==> src/rtl/mlpl_pkg.sv <==
// Shared types and constants for the memory layout parser and lookup block.
// No dependencies.
package mlpl_pkg;

  typedef struct packed {
    logic        opcode;
    logic [7:0]  desc_char;
    logic        last_char;
    logic [31:0] lookup_address;
  } in_beat_t;

  typedef struct packed {
    logic [2:0]  status;
    logic [31:0] seg_start;
    logic [31:0] seg_end;
    logic [31:0] page_bytes;
    logic [2:0]  seg_kind;
    logic [3:0]  seg_slot;
    logic [4:0]  seg_total;
  } out_beat_t;

  typedef struct packed {
    logic [31:0] start;
    logic [31:0] last;
    logic [31:0] page;
    logic [2:0]  kind;
  } entry_t;

  localparam logic [2:0] ST_PENDING = 3'd0;
  localparam logic [2:0] ST_ADDED   = 3'd1;
  localparam logic [2:0] ST_SKIPPED = 3'd2;
  localparam logic [2:0] ST_STOPPED = 3'd3;
  localparam logic [2:0] ST_FULL    = 3'd4;
  localparam logic [2:0] ST_HIT     = 3'd5;
  localparam logic [2:0] ST_MISS    = 3'd6;

  localparam logic [3:0] PH_AT         = 4'd0;
  localparam logic [3:0] PH_NAME_FIRST = 4'd1;
  localparam logic [3:0] PH_NAME       = 4'd2;
  localparam logic [3:0] PH_ADDR_ZERO  = 4'd3;
  localparam logic [3:0] PH_ADDR_X     = 4'd4;
  localparam logic [3:0] PH_ADDR_FIRST = 4'd5;
  localparam logic [3:0] PH_ADDR_HEX   = 4'd6;
  localparam logic [3:0] PH_COUNT_FIRST = 4'd7;
  localparam logic [3:0] PH_COUNT      = 4'd8;
  localparam logic [3:0] PH_SIZE_FIRST = 4'd9;
  localparam logic [3:0] PH_SIZE       = 4'd10;
  localparam logic [3:0] PH_TYPE       = 4'd11;
  localparam logic [3:0] PH_STOP       = 4'd12;

endpackage

==> src/rtl/mlpl_table.sv <==
// Segment table: one synchronous memory, one write port, one registered read port.
// Depends on mlpl_pkg.
module mlpl_table #(
  parameter int Depth = 16,
  parameter int AW = 4
) (
  input  logic              clk,
  input  logic              wr_en,
  input  logic [AW-1:0]     wr_addr,
  input  mlpl_pkg::entry_t  wr_data,
  input  logic [AW-1:0]     rd_addr,
  output mlpl_pkg::entry_t  rd_data
);

  mlpl_pkg::entry_t mem [Depth];

  always_ff @(posedge clk) begin
    if (wr_en) begin
      mem[wr_addr] <= wr_data;
    end
    rd_data <= mem[rd_addr];
  end

endmodule

==> src/rtl/memory_layout_parse_and_lookup_top.sv <==
// Top level: descriptor parser, segment close arithmetic and table scan.
// Depends on mlpl_pkg and mlpl_table.
// A descriptor beat that closes no segment is answered straight from the idle state; a closing
// beat passes through S_MUL1, S_MUL2 and S_OUT, for the multiply, the address update and the write.
// A lookup reads entries in order, through S_SCAN and S_SCAN_CHK for each, until a hit or the last
// filled entry; an empty table answers straight from the idle state. Input stalls until a result is taken.
// Reset is synchronous and active low; it empties the table and restarts the parser.
module memory_layout_parse_and_lookup_top #(
  parameter int MAX_SEGMENTS = 16
) (
  input  logic                clk,
  input  logic                rst_n,
  input  logic                in_valid,
  output logic                in_stall,
  input  mlpl_pkg::in_beat_t  in_data,
  output logic                out_valid,
  input  logic                out_stall,
  output mlpl_pkg::out_beat_t out_data
);

  localparam int AW = (MAX_SEGMENTS > 1) ? $clog2(MAX_SEGMENTS) : 1;
  localparam int CW = $clog2(MAX_SEGMENTS + 1);

  typedef enum logic [2:0] {
    S_IDLE, S_MUL1, S_MUL2, S_SCAN, S_SCAN_CHK, S_OUT
  } state_t;

  state_t      state_r;
  logic [3:0]  phase_r;
  logic [31:0] base_r, cnt_r, size_r;
  logic [7:0]  unit_r, tchar_r;
  logic [1:0]  tlen_r;
  logic [CW-1:0] count_r;
  logic [2:0]  kind_r;
  logic [31:0] bytes_r, lkaddr_r;
  logic [CW-1:0] idx_r;
  mlpl_pkg::out_beat_t res_r;
  logic        out_valid_r;

  logic        wr_en;
  mlpl_pkg::entry_t wr_data, rd_data;
  logic [AW-1:0] rd_addr;

  assign in_stall  = (state_r != S_IDLE) || out_valid_r;
  assign out_valid = out_valid_r;
  assign out_data  = res_r;

  // Parser combinational step.
  logic [7:0]  c;
  logic        is_dec, is_hex;
  logic [3:0]  hv;
  logic [3:0]  ph_n;
  logic [31:0] base_n, cnt_n, size_n;
  logic [7:0]  unit_n, tchar_n;
  logic [1:0]  tlen_n;
  logic [CW-1:0] count_n;
  logic        close;

  always_comb begin
    c      = in_data.desc_char;
    is_dec = (c >= 8'h30) && (c <= 8'h39);
    hv     = c[3:0];
    is_hex = is_dec;
    if (c >= 8'h61 && c <= 8'h66) begin
      is_hex = 1'b1;
      hv     = c[3:0] + 4'd9;
    end else if (c >= 8'h41 && c <= 8'h46) begin
      is_hex = 1'b1;
      hv     = c[3:0] + 4'd9;
    end
    ph_n = phase_r; base_n = base_r; cnt_n = cnt_r; size_n = size_r;
    unit_n = unit_r; tchar_n = tchar_r; tlen_n = tlen_r; count_n = count_r;
    close = 1'b0;
    case (phase_r)
      mlpl_pkg::PH_AT: begin
        count_n = '0;
        base_n  = '0;
        ph_n = (c == 8'h40) ? mlpl_pkg::PH_NAME_FIRST : mlpl_pkg::PH_STOP;
      end
      mlpl_pkg::PH_NAME_FIRST: begin
        ph_n = (c == 8'h2f) ? mlpl_pkg::PH_STOP : mlpl_pkg::PH_NAME;
      end
      mlpl_pkg::PH_NAME: begin
        if (c == 8'h2f) ph_n = mlpl_pkg::PH_ADDR_ZERO;
      end
      mlpl_pkg::PH_ADDR_ZERO: begin
        ph_n = (c == 8'h30) ? mlpl_pkg::PH_ADDR_X : mlpl_pkg::PH_STOP;
      end
      mlpl_pkg::PH_ADDR_X: begin
        ph_n = (c == 8'h78) ? mlpl_pkg::PH_ADDR_FIRST : mlpl_pkg::PH_STOP;
      end
      mlpl_pkg::PH_ADDR_FIRST: begin
        if (is_hex) begin
          base_n = {28'd0, hv};
          ph_n = mlpl_pkg::PH_ADDR_HEX;
        end else begin
          ph_n = mlpl_pkg::PH_STOP;
        end
      end
      mlpl_pkg::PH_ADDR_HEX: begin
        if (is_hex) base_n = {base_r[27:0], hv};
        else ph_n = (c == 8'h2f) ? mlpl_pkg::PH_COUNT_FIRST : mlpl_pkg::PH_STOP;
      end
      mlpl_pkg::PH_COUNT_FIRST: begin
        if (is_dec) begin
          cnt_n = {28'd0, c[3:0]};
          ph_n = mlpl_pkg::PH_COUNT;
        end else begin
          ph_n = mlpl_pkg::PH_STOP;
        end
      end
      mlpl_pkg::PH_COUNT: begin
        if (is_dec) cnt_n = (cnt_r << 3) + (cnt_r << 1) + {28'd0, c[3:0]};
        else ph_n = (c == 8'h2a) ? mlpl_pkg::PH_SIZE_FIRST : mlpl_pkg::PH_STOP;
      end
      mlpl_pkg::PH_SIZE_FIRST: begin
        if (is_dec) begin
          size_n = {28'd0, c[3:0]};
          ph_n = mlpl_pkg::PH_SIZE;
        end else begin
          ph_n = mlpl_pkg::PH_STOP;
        end
      end
      mlpl_pkg::PH_SIZE: begin
        if (is_dec) begin
          size_n = (size_r << 3) + (size_r << 1) + {28'd0, c[3:0]};
        end else begin
          unit_n = c; tchar_n = '0; tlen_n = '0;
          ph_n = mlpl_pkg::PH_TYPE;
        end
      end
      mlpl_pkg::PH_TYPE: begin
        if (c == 8'h2c) begin
          close = 1'b1;
          ph_n = mlpl_pkg::PH_COUNT_FIRST;
        end else if (c == 8'h2f) begin
          close = 1'b1;
          ph_n = mlpl_pkg::PH_ADDR_ZERO;
        end else begin
          if (tlen_r == 2'd0) tchar_n = c;
          if (tlen_r < 2'd2) tlen_n = tlen_r + 2'd1;
        end
      end
      default: ph_n = mlpl_pkg::PH_STOP;
    endcase
    if (in_data.last_char && ph_n == mlpl_pkg::PH_TYPE) close = 1'b1;
  end

  // Close decision from the updated segment fields.
  logic        typed;
  logic [2:0]  kind_c;
  logic [31:0] scaled;
  always_comb begin
    typed  = (tlen_n == 2'd1);
    kind_c = tchar_n[2:0];
    scaled = size_n;
    if (unit_n == 8'h4b) begin
      scaled = {size_n[21:0], 10'd0};
    end else if (unit_n == 8'h4d) begin
      scaled = {size_n[11:0], 20'd0};
    end else if (unit_n >= 8'h61 && unit_n <= 8'h67 && !typed) begin
      typed  = 1'b1;
      kind_c = unit_n[2:0];
    end
    if (tlen_n[1]) typed = 1'b0;
  end

  // Result beat as it stands when an input beat is taken.
  mlpl_pkg::out_beat_t idle_res;
  always_comb begin
    idle_res = '0;
    if (in_data.opcode) begin
      idle_res.status    = mlpl_pkg::ST_MISS;
      idle_res.seg_total = 5'(count_r);
    end else begin
      if (close && !typed) idle_res.status = mlpl_pkg::ST_SKIPPED;
      else if (!close && ph_n == mlpl_pkg::PH_STOP) idle_res.status = mlpl_pkg::ST_STOPPED;
      else idle_res.status = mlpl_pkg::ST_PENDING;
      idle_res.seg_total = 5'(count_n);
    end
  end

  logic match;
  assign match = (rd_data.start <= lkaddr_r) && (rd_data.last >= lkaddr_r);

  assign rd_addr = idx_r[AW-1:0];
  assign wr_en   = (state_r == S_OUT) && (count_r < CW'(MAX_SEGMENTS));
  assign wr_data = {res_r.seg_start, res_r.seg_end, res_r.page_bytes, res_r.seg_kind};

  mlpl_table #(.Depth(MAX_SEGMENTS), .AW(AW)) u_table (
    .clk(clk), .wr_en(wr_en), .wr_addr(count_r[AW-1:0]), .wr_data(wr_data),
    .rd_addr(rd_addr), .rd_data(rd_data)
  );

  always_ff @(posedge clk) begin
    if (!rst_n) begin
      state_r <= S_IDLE;
      phase_r <= mlpl_pkg::PH_AT;
      base_r <= '0; cnt_r <= '0; size_r <= '0;
      unit_r <= '0; tchar_r <= '0; tlen_r <= '0;
      count_r <= '0;
      out_valid_r <= 1'b0;
      idx_r <= '0;
    end else begin
      if (out_valid_r && !out_stall) out_valid_r <= 1'b0;
      case (state_r)
        S_IDLE: begin
          if (in_valid && !in_stall) begin
            res_r <= idle_res;
            if (in_data.opcode) begin
              lkaddr_r <= in_data.lookup_address;
              idx_r <= '0;
              if (count_r == '0) begin
                out_valid_r <= 1'b1;
              end else begin
                state_r <= S_SCAN;
              end
            end else begin
              phase_r <= in_data.last_char ? mlpl_pkg::PH_AT : ph_n;
              base_r <= base_n; cnt_r <= cnt_n;
              size_r <= (close && typed) ? scaled : size_n;
              unit_r <= unit_n; tchar_r <= tchar_n; tlen_r <= tlen_n;
              count_r <= count_n;
              if (close && typed) begin
                kind_r <= kind_c;
                state_r <= S_MUL1;
              end else begin
                out_valid_r <= 1'b1;
              end
            end
          end
        end
        S_MUL1: begin
          bytes_r <= cnt_r * size_r;
          state_r <= S_MUL2;
        end
        S_MUL2: begin
          res_r.seg_start  <= base_r;
          res_r.seg_end    <= base_r + bytes_r - 32'd1;
          res_r.page_bytes <= size_r;
          res_r.seg_kind   <= kind_r;
          base_r <= base_r + bytes_r;
          state_r <= S_OUT;
        end
        S_OUT: begin
          // The table write in this cycle takes the segment fields set in the previous one.
          if (count_r < CW'(MAX_SEGMENTS)) begin
            res_r.status <= mlpl_pkg::ST_ADDED;
            res_r.seg_slot <= 4'(count_r);
            res_r.seg_total <= 5'(count_r + CW'(1));
            count_r <= count_r + CW'(1);
          end else begin
            res_r.status <= mlpl_pkg::ST_FULL;
          end
          out_valid_r <= 1'b1;
          state_r <= S_IDLE;
        end
        S_SCAN: begin
          state_r <= S_SCAN_CHK;
        end
        S_SCAN_CHK: begin
          if (match) begin
            res_r.status <= mlpl_pkg::ST_HIT;
            res_r.seg_start <= rd_data.start;
            res_r.seg_end <= rd_data.last;
            res_r.page_bytes <= rd_data.page;
            res_r.seg_kind <= rd_data.kind;
            res_r.seg_slot <= 4'(idx_r);
            out_valid_r <= 1'b1;
            state_r <= S_IDLE;
          end else if (idx_r + CW'(1) >= count_r) begin
            out_valid_r <= 1'b1;
            state_r <= S_IDLE;
          end else begin
            idx_r <= idx_r + CW'(1);
            state_r <= S_SCAN;
          end
        end
        default: state_r <= S_IDLE;
      endcase
    end
  end

  a_count_range: assert property (@(posedge clk) disable iff (!rst_n)
    count_r <= CW'(MAX_SEGMENTS))
    else $error("segment count exceeds table depth");
  a_no_accept_busy: assert property (@(posedge clk) disable iff (!rst_n)
    (state_r != S_IDLE) |-> in_stall)
    else $error("input accepted while busy");
  a_hit_slot: assert property (@(posedge clk) disable iff (!rst_n)
    (out_valid_r && res_r.status == mlpl_pkg::ST_HIT) |-> (5'(res_r.seg_slot) < res_r.seg_total))
    else $error("hit slot beyond table fill");

endmodule
==> config.mk <==
export PLATFORM = sky130hd
export DESIGN_NAME = memory_layout_parse_and_lookup_top
export DESIGN_NICKNAME = d
export VERILOG_FILES = /design/src/rtl/mlpl_pkg.sv /design/src/rtl/mlpl_table.sv /design/src/rtl/memory_layout_parse_and_lookup_top.sv
export SDC_FILE = /design/constraint.sdc
export NUM_CORES = 2
export LEC_CHECK = 0
export BUFFER_PORTS_ARGS = -buffer_cell sky130_fd_sc_hd__buf_4
export CORE_ASPECT_RATIO = 1.25
export CORE_MARGIN = 4
export CORE_UTILIZATION = 55
export CTS_CLUSTER_DIAMETER = 80
export DETAILED_ROUTE_END_ITERATION = 6
export PLACE_DENSITY = 0.69
export SLEW_MARGIN = 5
export SYNTH_ARGS = -nofsm -noshare
export SYNTH_HDL_FRONTEND = slang
export SYNTH_SLANG_ARGS = --single-unit
export TNS_END_PERCENT = 5
==> constraint.sdc <==
create_clock -name clk -period 13.21 [get_ports clk]
set_input_delay 0.6605 -clock clk [delete_from_list [all_inputs] [get_ports clk]]
set_output_delay 0.6605 -clock clk [all_outputs]
set_load 0.005 [all_outputs]
==> impl_metrics.tcl <==
set metrics [dict create \
    multi_input_area_um2 37600 \
    grt_use_total 0.289 \
    route.detailed.drc 0 \
    worstRegToRegCells 24 \
    crit_arrival_ps 8380 \
    end_kind "register" \
    clk_pin_slew_ps 70 \
    worst_ep_required_time_ps 13780 \
    dp_hpwl_mm 162 \
    clk_latency_ps 840 \
    cts_tree "built" \
    gp_congestion 0.941 \
    worst-slew-pin-transition_ps 1280 \
    period_share 0.591 \
    hp-class "in2reg" \
    fin_util 0.614 \
    timing.fmax_mhz 128 \
    p_per_area_nw_per_um2 143 \
    start_kind "register" \
    synthArstFlopShare 0 \
    layout_commonest_cell "edfxtp_1" \
    drt_first_pass_iters 6 \
    path_class "reg2reg" \
    min_path_cells 3 \
    grt_start_max_net_pins 145 \
    grt_pass1_wl_mm 390 \
    synthFlopType "edfxtp_1" \
    wire_per_inst_um 29.5 \
    p_leak_nw 38.5 \
    whs_ps 152 \
    syn-num-nets 7101 \
    hold_viol_final 0 \
    initial_utilization 0.555 \
    final_cell_mix "edfxtp_1, mux4_2, inv_1, fa_1, nand2_1" \
    ys_warn_count 0 \
    final_layout_size_suffix_gt1_frac 0.168 \
    synth_area_per_cell_um2 15.6 \
    cts_htree_levels 4 \
    drv_cap 0 \
    cp_max_fo 23 \
    drt-total-wl_mm 264 \
    tns_ps 0 \
    placement.io_buffers 158 \
    setup_viol 0 \
    n_fill_cell 12717 \
    min_period_ps 7810 \
    die_y_um 480 \
    overflow 0 \
    grt_pass1_vias 57904 \
    yosysSeqAreaShare 0.587 \
    coreArea_um2 176000 \
    antenna_found_initial 11 \
    drt_iter0_markers 5719 \
    synth_edf_count 1762 \
    maxSlewViolCount 0 \
    syn_area_um2 97900 \
    cts-resized-gates 0 \
    regArea_um2 57500 \
    outcome "complete, no violations" \
    antenna_left 0 \
    rows 172 \
    vias_per_cell 6.35 \
    rsz0062_at_grt "no" \
    areaGrowthSynthToFinish_pct 10.5 \
    hp-start "in_data[37]" \
    rrSetupSlack_ps 5400 \
    maxSlewHeadroom 0.136 \
    fp.dieW_um 385 \
    r2r_start "size_r[2]" \
    clkSinkCount 1988 \
    synthCells 6291 \
    root_buffer "clkbuf_16" \
    finClkSkew_ps 55.6 \
    cts_made_buffers 184 \
    ios 159 \
    vias 56889 \
    synthDistinctLibCells 109 \
    fin_nets 7263 \
    ir_drop_v 0.000171 \
    synth-seq-cells 1988 \
    regToRegEndpoint "bytes_r[31]" \
    die_area_um2 185000 \
    clk_path_buf_depth 3 \
    min_to "unit_r[4]" \
]
==> synth_stat cells, types with 13 or more instances <==
cell	count	area share
a21o_1	80	0.0061
nor3_1	57	0.0029
ha_1	351	0.045
xnor2_1	138	0.012
mux2i_1	13	0.0013
and3_1	17	0.0011
a21oi_1	185	0.0095
nor2_1	223	0.0086
nand2b_1	31	0.0020
inv_1	457	0.018
o31ai_1	20	0.0015
and2_1	345	0.022
buf_1	52	0.0020
nand4_1	24	0.0015
o21a_1	23	0.0018
dfxtp_1	226	0.046
o21ai_0	157	0.0080
a211oi_1	50	0.0038
o211ai_1	19	0.0015
edfxtp_1	1762	0.54
a22o_1	74	0.0066
a31oi_1	15	0.00096
xor2_1	55	0.0049
nand3_1	53	0.0027
nand2_1	388	0.015
fa_1	413	0.084
nor2b_1	26	0.0017
mux4_2	495	0.11
a22oi_1	49	0.0038
o21bai_1	17	0.0013
clkbuf_1	259	0.0099
==> power breakdown <==
group          leakage, nW  internal, mW  switching [mW]  total (mW)
clock                 2.91          2.94            2.36        5.30
combinational         17.7         0.709            1.27        1.97
sequential            17.8          7.55           0.634        8.18
total                 38.5          11.2            4.26        15.5
==> cell families after synthesis <==
logic type	count (synthesis)	synth area share
AO/OA/AOI/OAI	805	0.0555
buffers and inverters	783	0.0307
AND/OR/NAND/NOR	1248	0.0647
XOR/XNOR	194	0.0176
flip-flops	1988	0.587
multiplexers	509	0.115
adder cells (fa/ha/maj)	764	0.129
==> critical path: stages (launching register included) <==
cell       delay [ps]
dfxtp_1           700
buf_4             410
and2_1            220
fa_1              400
inv_1              80
fa_1              430
fa_1              490
fa_1              570
inv_1              50
ha_1              270
ha_1              290
fa_1              510
fa_1              430
ha_1              390
o21ai_0           110
nand2b_1           80
a21oi_1            60
a21oi_1           480
a21oi_1           250
a211oi_1          340
nor2_1            110
a2111oi_0         540
o21a_1            180
nor2_1             50
xnor2_1           110
==> per-stage QoR <==
stage	power, mW	cell area [um^2]	setup WS, ps	std cells
2_1_floorplan	9.22	97900	3260	6291
3_3_place_gp	10.2	102000	5520	8584
3_5_place_dp	10.2	102000	5430	8584
4_1_cts	15.5	108000	5420	8958
5_1_grt	16.0	108000	4990	8959
6_report	15.5	108000	5400	8962
==> routing by layer <==
layer	wire, um	up-vias	global-route usage
li1	-	23804	-
met1	104000	29932	0.400
met2	128000	2629	0.466
met3	22200	514	0.0564
met4	9890	10	0.0974
met5	65	-	0
==> worst max-delay path by stage <==
stage                 start       endpoint  slack (ps)  cells after the start
4_1_cts           size_r[2]    bytes_r[31]        5420                     24
5_1_grt           size_r[2]    bytes_r[31]        4990                     24
3_5_place_dp      size_r[2]    bytes_r[31]        5430                     24
3_3_place_gp      size_r[2]    bytes_r[31]        5520                     25
6_report          size_r[2]    bytes_r[31]        5400                     24
2_1_floorplan  lkaddr_r[31]  out_data[100]        3260                     10
==> final cells by class <==
type                    count  area share
flip-flops and latches   1988       0.531
multi-input cells        3520       0.348
clock buffers             243      0.0456
well taps                2349      0.0272
repair buffers            301      0.0226
inverters                 458      0.0159
clock inverters            99      0.0101
diodes                      4   0.0000925
==> sequential cells by signal, indices dropped and copies added, names as in the netlist <==
register         count
out_valid            1
size_r              32
unit_r               8
lkaddr_r            32
u_table.mem       1584
tchar_r              3
phase_r              4
u_table.rd_data     99
out_data           111
tlen_r               2
bytes_r             32
kind_r               3
count_r              5
cnt_r               32
state_r              3
idx_r                5
base_r              32
==> repair_timing <==
item | 4_1_cts | 5_1_grt
endpoints found under the hold margin | 32 | 0
hold buffers | 32 | 0
setup buffers | 0 | 0
setup endpoints to repair | 0 | 0
Note: power is estimated with default switching activity, not from simulation.
